## config.mk

```make
export PLATFORM = sky130hd
export DESIGN_NAME = ring_line_direction_core
export DESIGN_NICKNAME = d
export VERILOG_FILES = /design/src/sv/rld_pkg.sv /design/src/sv/rld_div.sv /design/src/sv/rld_sqrt.sv /design/src/sv/rld_cordic.sv /design/src/sv/ring_line_direction_core.sv
export SDC_FILE = /design/constraint.sdc
export NUM_CORES = 2
export LEC_CHECK = 0
export BUFFER_PORTS_ARGS = -buffer_cell sky130_fd_sc_hd__buf_2
export CORE_MARGIN = 5
export CORE_UTILIZATION = 60
export CTS_BUF_LIST = sky130_fd_sc_hd__clkbuf_8
export DETAILED_ROUTE_END_ITERATION = 10
export GPL_TIMING_DRIVEN = 0
export PLACE_DENSITY = 0.76
export SYNTH_ARGS = -nofsm -noshare
export SYNTH_HDL_FRONTEND = slang
export SYNTH_SLANG_ARGS = --single-unit
export TNS_END_PERCENT = 20
```

## constraint.sdc

```tcl
create_clock -name i_clk -period 17.3 [get_ports i_clk]
set_input_delay 2.595 -clock i_clk [delete_from_list [all_inputs] [get_ports i_clk]]
set_output_delay 2.595 -clock i_clk [all_outputs]
set_load 0.005 [all_outputs]
```

## src/sv/rld_pkg.sv

```systemverilog
package rld_pkg;

    localparam int RING_SENSORS_DEF = 16;
    localparam int FRAC_BITS_DEF    = 8;

    localparam int CORDIC_STEPS = 30;
    localparam int SUM_W        = 36;

    localparam longint Q30_ONE         = 64'sd1073741824;
    localparam longint CORDIC_GAIN_Q30 = 64'sd652032875;
    localparam longint ANG_QUARTER     = 64'sd1073741824;

    localparam logic signed [8:0] NONE_ANGLE = 9'sd255;

    localparam longint ATAN_TAB [CORDIC_STEPS] = '{
        536870912, 316933406, 167458907, 85004756, 42667331, 21354465,
        10679838, 5340245, 2670163, 1335087, 667544, 333772, 166886, 83443,
        41722, 20861, 10430, 5215, 2608, 1304, 652, 326, 163, 81, 41, 20,
        10, 5, 3, 1
    };

    typedef struct packed {
        logic busy;
        logic done;
    } t_unit_stat;

    typedef enum logic [3:0] {
        ST_IDLE, ST_ACC, ST_SCALE, ST_DXS, ST_DXW, ST_DYS, ST_DYW, ST_SQS, ST_SQW, ST_OUT
    } t_state;

    typedef enum logic [1:0] {SQ_IDLE, SQ_MULX, SQ_MULY, SQ_ROOT} t_sq_state;

    typedef enum logic {CO_IDLE, CO_ITER} t_co_state;

    typedef enum logic {DV_IDLE, DV_ITER} t_dv_state;

    // Unit vector of a binary angle (one turn is 2^32) in Q30; evaluated at
    // elaboration to build the sensor direction table.
    function automatic longint unit_vec(input longint ang, input bit want_y);
        longint x;
        longint y;
        longint z;
        longint nx;
        longint ny;
        longint cx;
        longint cy;
        longint quad;
        int     k;
        quad = (ang >>> 30) & 64'sd3;
        if ((ang & 64'sh3FFFFFFF) == 0) begin
            x = Q30_ONE;
            y = 0;
        end else begin
            x = CORDIC_GAIN_Q30;
            y = 0;
            z = ang & 64'sh3FFFFFFF;
            for (k = 0; k < CORDIC_STEPS; k++) begin
                if (z >= 0) begin
                    nx = x - (y >>> k);
                    ny = y + (x >>> k);
                    z  = z - ATAN_TAB[k];
                end else begin
                    nx = x + (y >>> k);
                    ny = y - (x >>> k);
                    z  = z + ATAN_TAB[k];
                end
                x = nx;
                y = ny;
            end
        end
        case (quad)
            64'sd0: begin
                cx = x;
                cy = y;
            end
            64'sd1: begin
                cx = -y;
                cy = x;
            end
            64'sd2: begin
                cx = -x;
                cy = -y;
            end
            default: begin
                cx = y;
                cy = -x;
            end
        endcase
        return want_y ? cy : cx;
    endfunction

    function automatic logic signed [8:0] side_angle(input logic [2:0] bits);
        logic signed [8:0] a;
        unique case (bits)
            3'd0: a = NONE_ANGLE;
            3'd1: a = -9'sd90;
            3'd2: a = 9'sd90;
            3'd3: a = 9'sd0;
            3'd4: a = 9'sd180;
            3'd5: a = -9'sd135;
            3'd6: a = 9'sd135;
            3'd7: a = 9'sd180;
            default: a = NONE_ANGLE;
        endcase
        return a;
    endfunction

endpackage

```

## src/sv/rld_div.sv

```systemverilog
module rld_div #(
    parameter int NW = 20,
    parameter int DW = 5
) (
    input  logic                  i_clk,
    input  logic                  i_rst_n,
    input  logic                  i_start,
    input  logic [NW-1:0]         i_dividend,
    input  logic [DW-1:0]         i_divisor,
    output rld_pkg::t_unit_stat   o_stat,
    output logic [NW-1:0]         o_quo
);
    localparam int CNTW = $clog2(NW);

    rld_pkg::t_dv_state r_state, n_state;
    logic [NW-1:0]   r_quo;
    logic [DW-1:0]   r_rem;
    logic [CNTW-1:0] r_cnt;
    logic            r_done;

    logic [DW:0] w_sh;
    logic [DW:0] w_dif;
    logic        w_ge;
    logic        w_last;

    // One quotient bit per cycle, dividend shifted in from the top.
    assign w_sh   = {r_rem, r_quo[NW-1]};
    assign w_ge   = (w_sh >= {1'b0, i_divisor});
    assign w_dif  = w_sh - {1'b0, i_divisor};
    assign w_last = (r_cnt == CNTW'(NW - 1));

    always_comb begin
        n_state = r_state;
        unique case (r_state)
            rld_pkg::DV_IDLE: if (i_start) n_state = rld_pkg::DV_ITER;
            rld_pkg::DV_ITER: if (w_last) n_state = rld_pkg::DV_IDLE;
            default: n_state = rld_pkg::DV_IDLE;
        endcase
    end

    always_ff @(posedge i_clk) begin
        if (!i_rst_n) begin
            r_state <= rld_pkg::DV_IDLE;
            r_done  <= 1'b0;
        end else begin
            r_state <= n_state;
            r_done  <= (r_state == rld_pkg::DV_ITER) && w_last;
        end
    end

    always_ff @(posedge i_clk) begin
        if (r_state == rld_pkg::DV_IDLE && i_start) begin
            r_quo <= i_dividend;
            r_rem <= '0;
            r_cnt <= '0;
        end else if (r_state == rld_pkg::DV_ITER) begin
            r_quo <= {r_quo[NW-2:0], w_ge};
            r_rem <= w_ge ? w_dif[DW-1:0] : w_sh[DW-1:0];
            r_cnt <= r_cnt + 1'b1;
        end
    end

    assign o_stat.busy = (r_state != rld_pkg::DV_IDLE);
    assign o_stat.done = r_done;
    assign o_quo       = r_quo;
endmodule

```

## src/sv/rld_sqrt.sv

```systemverilog
module rld_sqrt (
    input  logic                 i_clk,
    input  logic                 i_rst_n,
    input  logic                 i_start,
    input  logic signed [15:0]   i_vx,
    input  logic signed [15:0]   i_vy,
    output rld_pkg::t_unit_stat  o_stat,
    output logic [15:0]          o_root
);
    rld_pkg::t_sq_state r_state, n_state;
    logic [31:0] r_s;
    logic [31:0] r_root;
    logic [31:0] r_bit;
    logic        r_done;

    logic signed [15:0] w_op;
    logic signed [31:0] w_sq;
    logic [32:0]        w_trial;
    logic               w_take;

    // A single multiplier squares x, then y.
    assign w_op    = (r_state == rld_pkg::SQ_MULX) ? i_vx : i_vy;
    assign w_sq    = w_op * w_op;
    assign w_trial = {1'b0, r_root} + {1'b0, r_bit};
    assign w_take  = ({1'b0, r_s} >= w_trial);

    always_comb begin
        n_state = r_state;
        unique case (r_state)
            rld_pkg::SQ_IDLE: if (i_start) n_state = rld_pkg::SQ_MULX;
            rld_pkg::SQ_MULX: n_state = rld_pkg::SQ_MULY;
            rld_pkg::SQ_MULY: n_state = rld_pkg::SQ_ROOT;
            rld_pkg::SQ_ROOT: if (r_bit[0]) n_state = rld_pkg::SQ_IDLE;
            default: n_state = rld_pkg::SQ_IDLE;
        endcase
    end

    always_ff @(posedge i_clk) begin
        if (!i_rst_n) begin
            r_state <= rld_pkg::SQ_IDLE;
            r_done  <= 1'b0;
        end else begin
            r_state <= n_state;
            r_done  <= (r_state == rld_pkg::SQ_ROOT) && r_bit[0];
        end
    end

    always_ff @(posedge i_clk) begin
        unique case (r_state)
            rld_pkg::SQ_MULX: r_s <= w_sq;
            rld_pkg::SQ_MULY: begin
                r_s    <= r_s + w_sq;
                r_root <= '0;
                r_bit  <= 32'h4000_0000;
            end
            rld_pkg::SQ_ROOT: begin
                if (w_take) begin
                    r_s    <= r_s - w_trial[31:0];
                    r_root <= (r_root >> 1) + r_bit;
                end else begin
                    r_root <= r_root >> 1;
                end
                r_bit <= r_bit >> 2;
            end
            default: ;
        endcase
    end

    // Round to nearest: the leftover above root squared exceeds the root.
    assign o_root      = r_root[15:0] + {15'd0, (r_s > r_root)};
    assign o_stat.busy = (r_state != rld_pkg::SQ_IDLE);
    assign o_stat.done = r_done;
endmodule

```

## src/sv/rld_cordic.sv

```systemverilog
module rld_cordic (
    input  logic                               i_clk,
    input  logic                               i_rst_n,
    input  logic                               i_start,
    input  logic signed [rld_pkg::SUM_W-1:0]   i_x,
    input  logic signed [rld_pkg::SUM_W-1:0]   i_y,
    output rld_pkg::t_unit_stat                o_stat,
    output logic signed [8:0]                  o_deg
);
    localparam int SW = rld_pkg::SUM_W;
    localparam int XW = SW + 2;
    localparam int ZW = 34;
    localparam int KW = $clog2(rld_pkg::CORDIC_STEPS);
    localparam logic signed [ZW-1:0] QUARTER = ZW'(rld_pkg::ANG_QUARTER);

    rld_pkg::t_co_state r_state, n_state;
    logic signed [XW-1:0] r_x;
    logic signed [XW-1:0] r_y;
    logic signed [ZW-1:0] r_z;
    logic [KW-1:0]        r_k;
    logic                 r_done;

    logic signed [XW-1:0] w_xin;
    logic signed [XW-1:0] w_yin;
    logic signed [XW-1:0] w_xs;
    logic signed [XW-1:0] w_ys;
    logic signed [ZW-1:0] w_at;
    logic                 w_last;
    logic signed [42:0]   w_num;
    logic [42:0]          w_abs;
    logic [42:0]          w_rnd;
    logic [10:0]          w_d;
    logic [8:0]           w_dc;

    assign w_xin  = XW'(i_x);
    assign w_yin  = XW'(i_y);
    assign w_xs   = r_x >>> r_k;
    assign w_ys   = r_y >>> r_k;
    assign w_at   = ZW'(rld_pkg::ATAN_TAB[r_k]);
    assign w_last = (r_k == KW'(rld_pkg::CORDIC_STEPS - 1));

    always_comb begin
        n_state = r_state;
        unique case (r_state)
            rld_pkg::CO_IDLE: if (i_start) n_state = rld_pkg::CO_ITER;
            rld_pkg::CO_ITER: if (w_last) n_state = rld_pkg::CO_IDLE;
            default: n_state = rld_pkg::CO_IDLE;
        endcase
    end

    always_ff @(posedge i_clk) begin
        if (!i_rst_n) begin
            r_state <= rld_pkg::CO_IDLE;
            r_done  <= 1'b0;
        end else begin
            r_state <= n_state;
            r_done  <= (r_state == rld_pkg::CO_ITER) && w_last;
        end
    end

    always_ff @(posedge i_clk) begin
        if (r_state == rld_pkg::CO_IDLE && i_start) begin
            r_k <= '0;
            // Vectors in the left half are turned a quarter first.
            if (!w_xin[XW-1]) begin
                r_x <= w_xin;
                r_y <= w_yin;
                r_z <= '0;
            end else if (!w_yin[XW-1]) begin
                r_x <= w_yin;
                r_y <= -w_xin;
                r_z <= QUARTER;
            end else begin
                r_x <= -w_yin;
                r_y <= w_xin;
                r_z <= -QUARTER;
            end
        end else if (r_state == rld_pkg::CO_ITER) begin
            r_k <= r_k + 1'b1;
            if (!r_y[XW-1]) begin
                r_x <= r_x + w_ys;
                r_y <= r_y - w_xs;
                r_z <= r_z + w_at;
            end else begin
                r_x <= r_x - w_ys;
                r_y <= r_y + w_xs;
                r_z <= r_z - w_at;
            end
        end
    end

    // Binary angle to degrees, rounded half away from zero.
    assign w_num = 43'(r_z) * 43'sd360;
    assign w_abs = w_num[42] ? 43'(-w_num) : 43'(w_num);
    assign w_rnd = w_abs + 43'd2147483648;
    assign w_d   = w_rnd[42:32];
    assign w_dc  = (w_d > 11'd180) ? 9'd180 : w_d[8:0];
    assign o_deg = w_num[42] ? -$signed(w_dc) : $signed(w_dc);

    assign o_stat.busy = (r_state != rld_pkg::CO_IDLE);
    assign o_stat.done = r_done;
endmodule

```

## src/sv/ring_line_direction_core.sv

```systemverilog
// From request to result: the ring sensors are summed into a vector one by one,
// then one shared divider run each for x and y, then multiply and square root;
// the 30-step angle CORDIC runs beside them. A new request is taken only once
// the sequencer is idle again; the result register frees the input.
// Synchronous active-low reset clears the sequencer, the output valid flag and
// the first-detection state.
module ring_line_direction_core #(
    parameter int RING_SENSORS = rld_pkg::RING_SENSORS_DEF,
    parameter int FRAC_BITS    = rld_pkg::FRAC_BITS_DEF
) (
    input  logic               i_clk,
    input  logic               i_rst_n,
    input  logic               i_valid,
    output logic               o_stall,
    input  logic [18:0]        i_sensor_mask,
    output logic               o_valid,
    input  logic               i_stall,
    output logic               o_ring_seen,
    output logic               o_side_seen,
    output logic signed [15:0] o_vector_x,
    output logic signed [15:0] o_vector_y,
    output logic [15:0]        o_magnitude,
    output logic signed [8:0]  o_ring_angle,
    output logic signed [8:0]  o_side_angle,
    output logic               o_first_hit,
    output logic signed [8:0]  o_first_angle
);
    localparam int NRING = (RING_SENSORS < 16) ? RING_SENSORS : 16;
    localparam int IW    = $clog2(NRING);
    localparam int CW    = $clog2(NRING + 1);
    localparam int SW    = rld_pkg::SUM_W;
    localparam int SH    = 30 - FRAC_BITS;
    localparam int PW    = 42;
    localparam int NW    = PW - SH;
    localparam int NONE_MAG_I = ((255 << FRAC_BITS) > 65535) ? 65535 : (255 << FRAC_BITS);
    localparam logic [15:0] NONE_MAG = 16'(NONE_MAG_I);

    // Sensor direction table and the fallback angle for a zero sum.
    logic signed [SW-1:0] w_cx [NRING];
    logic signed [SW-1:0] w_cy [NRING];
    logic signed [8:0]    w_za [NRING];

    for (genvar g = 0; g < NRING; g++) begin : g_dir
        localparam longint ANG = ((longint'(g) <<< 32) + RING_SENSORS / 2) / RING_SENSORS;
        localparam int T0 = 360 * g + 90 * RING_SENSORS;
        localparam int T1 = (T0 > 180 * RING_SENSORS) ? T0 - 360 * RING_SENSORS : T0;
        localparam int ZA = (T1 >= 0) ? (T1 + RING_SENSORS / 2) / RING_SENSORS
                                      : -((-T1 + RING_SENSORS / 2) / RING_SENSORS);
        assign w_cx[g] = SW'(rld_pkg::unit_vec(ANG, 1'b0));
        assign w_cy[g] = SW'(rld_pkg::unit_vec(ANG, 1'b1));
        assign w_za[g] = 9'(ZA);
    end

    rld_pkg::t_state r_state, n_state;

    logic [NRING-1:0]     r_ring;
    logic [2:0]           r_side;
    logic [IW-1:0]        r_idx;
    logic [CW-1:0]        r_cnt;
    logic [IW-1:0]        r_first;
    logic                 r_found;
    logic signed [SW-1:0] r_sx;
    logic signed [SW-1:0] r_sy;
    logic [NW-1:0]        r_nx;
    logic [NW-1:0]        r_ny;
    logic signed [15:0]   r_vx;
    logic signed [15:0]   r_vy;
    logic                 r_prev;
    logic signed [8:0]    r_latch;

    logic                 r_ovalid;
    logic                 r_oring;
    logic                 r_oside;
    logic signed [15:0]   r_ovx;
    logic signed [15:0]   r_ovy;
    logic [15:0]          r_omag;
    logic signed [8:0]    r_oang;
    logic signed [8:0]    r_oside_ang;
    logic                 r_ohit;

    rld_pkg::t_unit_stat  w_div_stat;
    rld_pkg::t_unit_stat  w_sq_stat;
    rld_pkg::t_unit_stat  w_co_stat;
    logic [NW-1:0]        w_quo;
    logic [15:0]          w_root;
    logic signed [8:0]    w_deg;

    logic [SW-1:0]        w_ax;
    logic [SW-1:0]        w_ay;
    logic [PW-1:0]        w_px;
    logic [PW-1:0]        w_py;
    logic                 w_neg;
    logic signed [15:0]   w_vq;
    logic                 w_ring;
    logic                 w_hit;
    logic signed [8:0]    w_ang;
    logic                 w_last;
    logic                 w_load;

    assign w_last = (r_idx == IW'(NRING - 1));
    assign w_ring = (r_cnt != '0);
    assign w_hit  = w_ring && !r_prev;
    assign w_load = (r_state == rld_pkg::ST_OUT) && (!r_ovalid || !i_stall);

    // Dividend is |sum|*100 plus half the divisor, pre-shifted by the Q30 to
    // Q(FRAC_BITS) step so only the sensor count is left to divide by.
    assign w_ax = r_sx[SW-1] ? SW'(-r_sx) : SW'(r_sx);
    assign w_ay = r_sy[SW-1] ? SW'(-r_sy) : SW'(r_sy);
    assign w_px = PW'(w_ax) * PW'(100) + (PW'(r_cnt) << (SH - 1));
    assign w_py = PW'(w_ay) * PW'(100) + (PW'(r_cnt) << (SH - 1));

    assign w_neg = (r_state == rld_pkg::ST_DXW) ? r_sx[SW-1] : r_sy[SW-1];

    always_comb begin
        if (w_neg) begin
            w_vq = (w_quo > NW'(32768)) ? -16'sd32768 : -$signed(w_quo[15:0]);
        end else begin
            w_vq = (w_quo > NW'(32767)) ? 16'sd32767 : $signed(w_quo[15:0]);
        end
    end

    always_comb begin
        if (!w_ring) begin
            w_ang = rld_pkg::NONE_ANGLE;
        end else if (r_sx == '0 && r_sy == '0) begin
            w_ang = w_za[r_first];
        end else begin
            w_ang = w_deg;
        end
    end

    rld_div #(
        .NW(NW),
        .DW(CW)
    ) u_div (
        .i_clk      (i_clk),
        .i_rst_n    (i_rst_n),
        .i_start    ((r_state == rld_pkg::ST_DXS) || (r_state == rld_pkg::ST_DYS)),
        .i_dividend ((r_state == rld_pkg::ST_DXS) ? r_nx : r_ny),
        .i_divisor  (r_cnt),
        .o_stat     (w_div_stat),
        .o_quo      (w_quo)
    );

    rld_sqrt u_sqrt (
        .i_clk   (i_clk),
        .i_rst_n (i_rst_n),
        .i_start (r_state == rld_pkg::ST_SQS),
        .i_vx    (r_vx),
        .i_vy    (r_vy),
        .o_stat  (w_sq_stat),
        .o_root  (w_root)
    );

    rld_cordic u_cordic (
        .i_clk   (i_clk),
        .i_rst_n (i_rst_n),
        .i_start ((r_state == rld_pkg::ST_SCALE) && w_ring),
        .i_x     (r_sx),
        .i_y     (r_sy),
        .o_stat  (w_co_stat),
        .o_deg   (w_deg)
    );

    always_comb begin
        n_state = r_state;
        unique case (r_state)
            rld_pkg::ST_IDLE:  if (i_valid) n_state = rld_pkg::ST_ACC;
            rld_pkg::ST_ACC:   if (w_last) n_state = rld_pkg::ST_SCALE;
            rld_pkg::ST_SCALE: n_state = w_ring ? rld_pkg::ST_DXS : rld_pkg::ST_OUT;
            rld_pkg::ST_DXS:   n_state = rld_pkg::ST_DXW;
            rld_pkg::ST_DXW:   if (w_div_stat.done) n_state = rld_pkg::ST_DYS;
            rld_pkg::ST_DYS:   n_state = rld_pkg::ST_DYW;
            rld_pkg::ST_DYW:   if (w_div_stat.done) n_state = rld_pkg::ST_SQS;
            rld_pkg::ST_SQS:   n_state = rld_pkg::ST_SQW;
            rld_pkg::ST_SQW: begin
                if (!w_sq_stat.busy && !w_co_stat.busy) n_state = rld_pkg::ST_OUT;
            end
            rld_pkg::ST_OUT:   if (w_load) n_state = rld_pkg::ST_IDLE;
            default: n_state = rld_pkg::ST_IDLE;
        endcase
    end

    always_ff @(posedge i_clk) begin
        if (!i_rst_n) begin
            r_state  <= rld_pkg::ST_IDLE;
            r_ovalid <= 1'b0;
            r_prev   <= 1'b0;
            r_latch  <= rld_pkg::NONE_ANGLE;
        end else begin
            r_state <= n_state;
            if (w_load) begin
                r_ovalid <= 1'b1;
                r_prev   <= w_ring;
                if (w_hit) begin
                    r_latch <= w_ang;
                end else if (!w_ring) begin
                    r_latch <= rld_pkg::NONE_ANGLE;
                end
            end else if (r_ovalid && !i_stall) begin
                r_ovalid <= 1'b0;
            end
        end
    end

    always_ff @(posedge i_clk) begin
        unique case (r_state)
            rld_pkg::ST_IDLE: begin
                r_ring  <= i_sensor_mask[NRING-1:0];
                r_side  <= i_sensor_mask[18:16];
                r_idx   <= '0;
                r_cnt   <= '0;
                r_found <= 1'b0;
                r_first <= '0;
                r_sx    <= '0;
                r_sy    <= '0;
                r_vx    <= '0;
                r_vy    <= '0;
            end
            rld_pkg::ST_ACC: begin
                r_idx <= r_idx + 1'b1;
                if (r_ring[r_idx]) begin
                    r_sx  <= r_sx + w_cx[r_idx];
                    r_sy  <= r_sy + w_cy[r_idx];
                    r_cnt <= r_cnt + 1'b1;
                    if (!r_found) begin
                        r_found <= 1'b1;
                        r_first <= r_idx;
                    end
                end
            end
            rld_pkg::ST_SCALE: begin
                r_nx <= w_px[PW-1:SH];
                r_ny <= w_py[PW-1:SH];
            end
            rld_pkg::ST_DXW: if (w_div_stat.done) r_vx <= w_vq;
            rld_pkg::ST_DYW: if (w_div_stat.done) r_vy <= w_vq;
            default: ;
        endcase
    end

    always_ff @(posedge i_clk) begin
        if (w_load) begin
            r_oring     <= w_ring;
            r_oside     <= (r_side != 3'd0);
            r_ovx       <= r_vx;
            r_ovy       <= r_vy;
            r_omag      <= w_ring ? w_root : NONE_MAG;
            r_oang      <= w_ang;
            r_oside_ang <= rld_pkg::side_angle(r_side);
            r_ohit      <= w_hit;
        end
    end

    assign o_stall       = (r_state != rld_pkg::ST_IDLE);
    assign o_valid       = r_ovalid;
    assign o_ring_seen   = r_oring;
    assign o_side_seen   = r_oside;
    assign o_vector_x    = r_ovx;
    assign o_vector_y    = r_ovy;
    assign o_magnitude   = r_omag;
    assign o_ring_angle  = r_oang;
    assign o_side_angle  = r_oside_ang;
    assign o_first_hit   = r_ohit;
    assign o_first_angle = r_latch;

    a_hit_needs_ring: assert property (@(posedge i_clk) disable iff (!i_rst_n)
        o_valid && o_first_hit |-> o_ring_seen)
        else $error("first hit without ring detection");

    a_no_ring_values: assert property (@(posedge i_clk) disable iff (!i_rst_n)
        o_valid && !o_ring_seen |-> o_ring_angle == rld_pkg::NONE_ANGLE
            && o_vector_x == 16'sd0 && o_vector_y == 16'sd0
            && o_first_angle == rld_pkg::NONE_ANGLE)
        else $error("no-ring result carries ring values");

    a_hit_latches: assert property (@(posedge i_clk) disable iff (!i_rst_n)
        o_valid && o_first_hit |-> o_first_angle == o_ring_angle)
        else $error("first angle not latched on first hit");

    a_units_idle: assert property (@(posedge i_clk) disable iff (!i_rst_n)
        r_state == rld_pkg::ST_IDLE |-> !w_div_stat.busy && !w_sq_stat.busy)
        else $error("arithmetic unit busy while sequencer idle");
endmodule
```

; ---- After elaboration in Yosys (flattened, before gate mapping)
; Memory sizes are Yosys's and may differ from the RTL's. A register that Yosys moved wholly into a read port is not among the register bits.
; Index checks and enable logic that the tools add are counted.
; Widths: inputs -> output; s select.
[totals]
mem_bits_ro = 3416
output_inout_bits = 80
inputBits = 23
memories = 5
elab_cells = 240
register_bits = 498
[op_classes]
reduce_logical = 40
n_mux = 82
mul = 4
n_lt_le_gt_ge = 10
add_sub_neg = 28
n_bitwise = 5
n_shift = 2
eq_ne = 27
[mem_list]
columns = memory, depth, width, read_ports, rd_clocked_by_memory_dff, write_ports, line_no
row1 = (name not given), 32, 64, 1, 0, 0, rld_cordic.sv:39  ; assign w_at = ZW'(rld_pkg::ATAN_TAB[r_k]);
row2 = (name not given), 16, 36, 1, 0, 0, ring_line_direction_core.sv:224  ; r_sy <= r_sy + w_cy[r_idx];
row3 = (name not given), 16, 36, 1, 0, 0, ring_line_direction_core.sv:223  ; r_sx <= r_sx + w_cx[r_idx];
row4 = (name not given), 16, 9, 1, 0, 0, ring_line_direction_core.sv:126  ; w_ang = w_za[r_first];
row5 = (name not given), 8, 9, 1, 1, 0, rld_pkg.sv:94  ; unique case (bits)
[ops]
columns = cell, count
row1 = $mux 38, 10
row2 = $mux 36, 8
row3 = $mux 34, 7
row4 = $pmux 36 s2, 2
row5 = $pmux 32 s2, 2
row6 = $pmux 32 s3, 1
row7 = $add 42x26->42, 2
row8 = $mul 36x5->40 const B, 2
row9 = $mux 16, 5
row10 = $add 38x38->38, 2
row11 = $neg 36->38, 2
row12 = $sshr 38x5->38, 2
row13 = $sub 38x38->38, 2
row14 = $add 36x36->36, 2
row15 = $logic_not 36->1, 2
row16 = $mux 9, 8
row17 = $neg 36->36, 2
row18 = $mux 32, 2
row19 = $pmux 16 s2, 2
row20 = $mux 20, 3
row21 = $add 43x32->43 const B, 1
row22 = $mux 43, 1
row23 = $neg 43->43, 1
row24 = $mul 34x7->40 const B, 1
row25 = other kinds (56), 126

; ---- Longest topological paths before layout
[logic_depth]
word_depth = 11
ltp_mapped = 48
ltp_nobuf = 46

; ---- Modules after synthesis
; From an unflattened synthesis, not the netlist that was laid out.
[unflattened]
cells_unflattened = 7878
hier_area_um2 = 68806.0
[by_module_without_submodules]
columns = module, cells_each, area_per_inst_um2, instances, seq_area_each_um2
row1 = rld_cordic, 3043, 24506.0, 1, 3443.3
row2 = ring_line_direction_core, 2581, 24304.6, 1, 7627.3
row3 = rld_sqrt, 2127, 18406.4, 1, 2462.4
row4 = rld_div, 127, 1589.0, 1, 840.8

; ---- Least setup slack after synthesis
; No wires, ideal clock.
[synth_timing]
kind = register to register
startpoint = reg u_sqrt.r_state[1]
endpoint = reg u_sqrt.r_s[31], data pin
path_stages_with_launch = 40
n_path_buf = 3
synth_period_minus_slack_ps = 10841
t_required_ps = 17037
arrival_time_ps = 10578
setup_slack_ps = 6459
setup_ps = 263
path_cell_list = dfxtp_1 > inv_1 > ha_1 > buf_1 > buf_1 > mux2_2 > clkbuf_1 > nand2_1 > fa_1 > fa_1 > fa_1 > inv_1 > fa_1 > fa_1 > inv_1 > fa_1 > inv_1 > ha_1 > (+4 left out) > nor2_1 > nor4bb_1 > nand3b_1 > nor3_1 > nand2_1 > or4_1 > nor3_1 > xnor2_1 > o21ai_0 > ha_1 > and3_1 > and3_1 > a21o_1 > o41a_1 > xnor2_1 > and3_1 > mux4_2 > a2111o_1
[synth_between]
elab_chain_len = 5
elab_cells_between_ends = 7
cone_classes = add/sub (1) / mul (1) / eq/ne (3) / mux (2)
[synth_lines]
columns = element, line_no
row1 = from (decl), rld_sqrt.sv:10  ; rld_pkg::t_sq_state r_state, n_state;
row2 = from (signal assigned), rld_sqrt.sv:40  ; r_state <= rld_pkg::SQ_IDLE;
row3 = from (signal assigned), rld_sqrt.sv:43  ; r_state <= n_state;
row4 = $eq 2x1->1, "rld_sqrt.sv:22, rld_sqrt.sv:49"
row5 = $mux 16, rld_sqrt.sv:22  ; assign w_op = (r_state == rld_pkg::SQ_MULX) ? i_vx : i_vy;
row6 = $mul 16x16->32, rld_sqrt.sv:23  ; assign w_sq = w_op * w_op;
row7 = $add 32x32->32, rld_sqrt.sv:52  ; r_s <= r_s + w_sq;
row8 = $pmux 32 s3 (*), rld_sqrt.sv:49  ; unique case (r_state)
row9 = to (signal assigned), rld_sqrt.sv:50  ; rld_pkg::SQ_MULX: r_s <= w_sq;
row10 = to (signal assigned), rld_sqrt.sv:52
row11 = to (signal assigned), rld_sqrt.sv:58  ; r_s <= r_s - w_trial[31:0];
row12 = to (decl), rld_sqrt.sv:11  ; logic [31:0] r_s;
; Mark *: on every way between the ends. The rest lies on a longest branch, timed or not.
; A chain may end at the register's enable or synchronous reset.

; ---- Worst setup path after layout
; Ends and elaborated chain as after synthesis.

==> impl_metrics.tcl <==
set metrics [dict create \
    start_util_pct 60.2 \
    synthArstFlopShare_pct 0 \
    die_area_um2 115000 \
    fmax_mhz 76.3 \
    wire_per_inst_um 23.0 \
    top_layer_used "met4" \
    start_kind "flop" \
    crit_fanout 10 \
    layout.nets 8798 \
    maxCapViolCount 0 \
    yosysUniqueCellTypes 119 \
    slew_violations 0 \
    final_antenna_net_count 0 \
    synth_top_area_share_pct 20.9 \
    std_cell_rows 121 \
    netlist_instances 7427 \
    r2r_end "u_sqrt.r_s[31]$_DFFE_PP_" \
    endpoint "u_sqrt.r_s[31]$_DFFE_PP_" \
    route.met2.wl_um 93700 \
    synth_top_cell_by_area "edfxtp_1" \
    cts_buffer_depth 3 \
    vias 57600 \
    port_buffers 102 \
    hold_ws_ns 0.452 \
    gp_congestion 1.01 \
    grt-ovfl-total 0 \
    synth_nets 8588 \
    r2r_start "u_sqrt.r_state[1]$_SDFFE_PN0P_" \
    cts_made_buffers 95 \
    htree_num_levels 3 \
    vias_per_cell 6.30 \
    layout.area.seq_um2 14300 \
    hold_buffers 0 \
    hpwl_um 170000 \
    rsz0062_at_grt "false" \
    critPathCaptureType "flop" \
    syn_to_final_growth_pct 6.91 \
    arrival_ns 13.58 \
    clk_latency_ns 0.79 \
    die_x_um 340 \
    yosys_register_bits 489 \
    path_class "flop to flop" \
    drt_iter0_markers 5721 \
    final-hold-violation-count 0 \
    multi_input_area_um2 46400 \
    cts_num_sinks 489 \
    critPathLaunch "u_sqrt.r_state[1]$_SDFFE_PN0P_" \
    syn_avg_cell_area_um2 8.78 \
    route.met3.wl_um 18700 \
    slowest_delay_ns 0.96 \
    finish.utilization_pct 64.3 \
    r2r_cells 39 \
    critPathMostFrequentCell "fa_1" \
    synth_area_leaders "edfxtp_1 21%, ha_1 15%, fa_1 11%" \
    synth_flop_cell "edfxtp_1" \
    wl_met1_um 84500 \
    outcome "finished, final reports clean" \
    clkTransAtPathRegs_ns 0.08 \
    fp.coreArea_um2 108000 \
    die_h_um 340 \
    grtUsageTotal_pct 35.7 \
    ios 103 \
    tightestPinTransition_ns 1.45 \
    yosys_warnings 0 \
    crit_required_ns 17.78 \
    root_buffer "clkbuf_8" \
    postPlaceCellArea_um2 67800 \
    setup_tns_ns 0 \
    rrSetupSlack_ns 4.20 \
    grt_pass1_vias 56100 \
    drc 0 \
    dr.pass1.iters 6 \
    maxSlewHeadroom_pct 3.39 \
    cts_tree "built" \
    cts_resized 0 \
    crit_slowest_cell "mux2i_1" \
    setup_violations 0 \
    layout_min_cycle_time_ns 13.10 \
    synth_edf_count 454 \
    antenna_found_initial 4 \
    fin_area_um2 69700 \
    grt_max_degree 86 \
    grt_pass1_wl_um 323000 \
    finalCritPeriodShare_pct 75.7 \
    synth-seq-area-share_pct 22.0 \
    fillers 9255 \
    min_from "r_vy[9]$_SDFFCE_PN0P_" \
    finalClockSkew_ns 0.0539 \
    hp-class "flop to flop" \
    post-cts-setup-buffers 0 \
    wirelength_um 210000 \
    syn_area_um2 65200 \
    final_layout_size_suffix_gt1_share_pct 7.17 \
]
## critical path: cells and delay by family, from the launching register on
family,cells,cell delay (ns)
DFF,1,0.34
muxes,2,1.40
buffers and inverters,7,1.48
adders and majority gates,9,4.13
AOI/OAI and AO/OA,7,2.00
and+or+nand+nor,12,3.12
xor gates and xnor gates,2,0.36
## layout make-up
| cell class | instances | share of cell area, % |
|---|---|---|
| clock buffers | 99 | 1.95 |
| inverters | 924 | 4.98 |
| clock inverters | 73 | 0.877 |
| diodes | 3 | 0.0108 |
| multi-input cells | 5747 | 66.5 |
| plain buffers | 267 | 1.56 |
| flip-flops and latches | 489 | 20.6 |
| well taps | 1414 | 2.54 |
| repair buffers | 113 | 1.02 |
## per-layer routing
layer,up-vias,track usage [%]
met4,0,18.0
met3,569,6.08
met1,27700,47.1
li1,26500,-
met5,-,0
met2,2800,56.9
## synthesized netlist by cell type, types with 22 or more instances
cell,number
dfxtp_1,35
a31oi_1,73
nor4_1,29
nand3_1,142
fa_1,372
nor2b_1,76
nand2b_1,81
o21a_1,72
and2_1,82
or2_2,33
mux4_2,93
o21bai_1,37
a31o_2,32
nand4_1,42
o22ai_1,26
a21oi_1,440
nand2_1,651
mux2i_1,93
xnor2_1,334
buf_1,38
mux2_2,32
edfxtp_1,454
nor2_1,669
a21o_1,101
or3_1,92
ha_1,766
o211ai_1,81
nor3_1,157
o31ai_1,38
xor2_1,242
and3_1,71
o21ai_0,367
buf_2,22
clkbuf_1,195
a211oi_1,69
inv_1,916
## metrics by stage
step,setup slack (ns),std cells
global placement,4.58,8943
finish,4.20,9129
detailed placement,4.45,8954
floorplan,6.46,7427
CTS,4.35,9126
global route,3.61,9127
## flip-flops by register name, summed over array words and instances (netlist names), 32 cells and up
register and count:
u_cordic.r_z 34, u_sqrt.r_root 32, u_sqrt.r_s 32, r_sx 36
u_cordic.r_y 38, r_sy 36, u_cordic.r_x 38
## kinds of logic (layout without fill, tap and decap cells)
kind of cell,count (synthesis),in the layout,share of synthesized area (%)
flip-flops,489,489,22.0
multiplexers,218,218,5.19
AO/OA/AOI/OAI,1586,1586,15.7
other,0,3,0
adder cells (fa/ha/maj),1139,1139,26.1
AND/OR/NAND/NOR,2225,2225,16.2
buffers and inverters,1191,1476,6.98
XOR/XNOR,579,579,7.81
## cells in the final DEF, fill, tap and decap left out, drive strengths merged, types with 81 or more instances in the layout
cell | netlist | final
inv | 918 | 936
ha | 766 | 766
nor2 | 671 | 671
nand2 | 651 | 651
edfxtp | 454 | 454
a21oi | 442 | 442
o21ai | 377 | 377
fa | 372 | 372
xnor2 | 335 | 335
clkbuf | 196 | 295
xor2 | 244 | 244
buf | 71 | 184
nor3 | 165 | 165
nand3 | 143 | 143
a21o | 101 | 101
mux2i | 93 | 93
mux4 | 93 | 93
or3 | 92 | 92
and2 | 82 | 82
o211ai | 82 | 82
nand2b | 81 | 81
## how the worst min path moves through the flow
stage	cells past startpoint	endpoint
floorplan	0	o_vector_x[10]$_DFFE_PP_
global placement	0	o_vector_x[6]$_DFFE_PP_
detailed placement	0	o_vector_x[2]$_DFFE_PP_
CTS	0	o_vector_x[11]$_DFFE_PP_
global route	0	o_vector_x[6]$_DFFE_PP_
finish	0	o_vector_y[9]$_DFFE_PP_
Power is not shown: default switching activity piles up to over one toggle a cycle in this logic, so the estimate is an artifact.
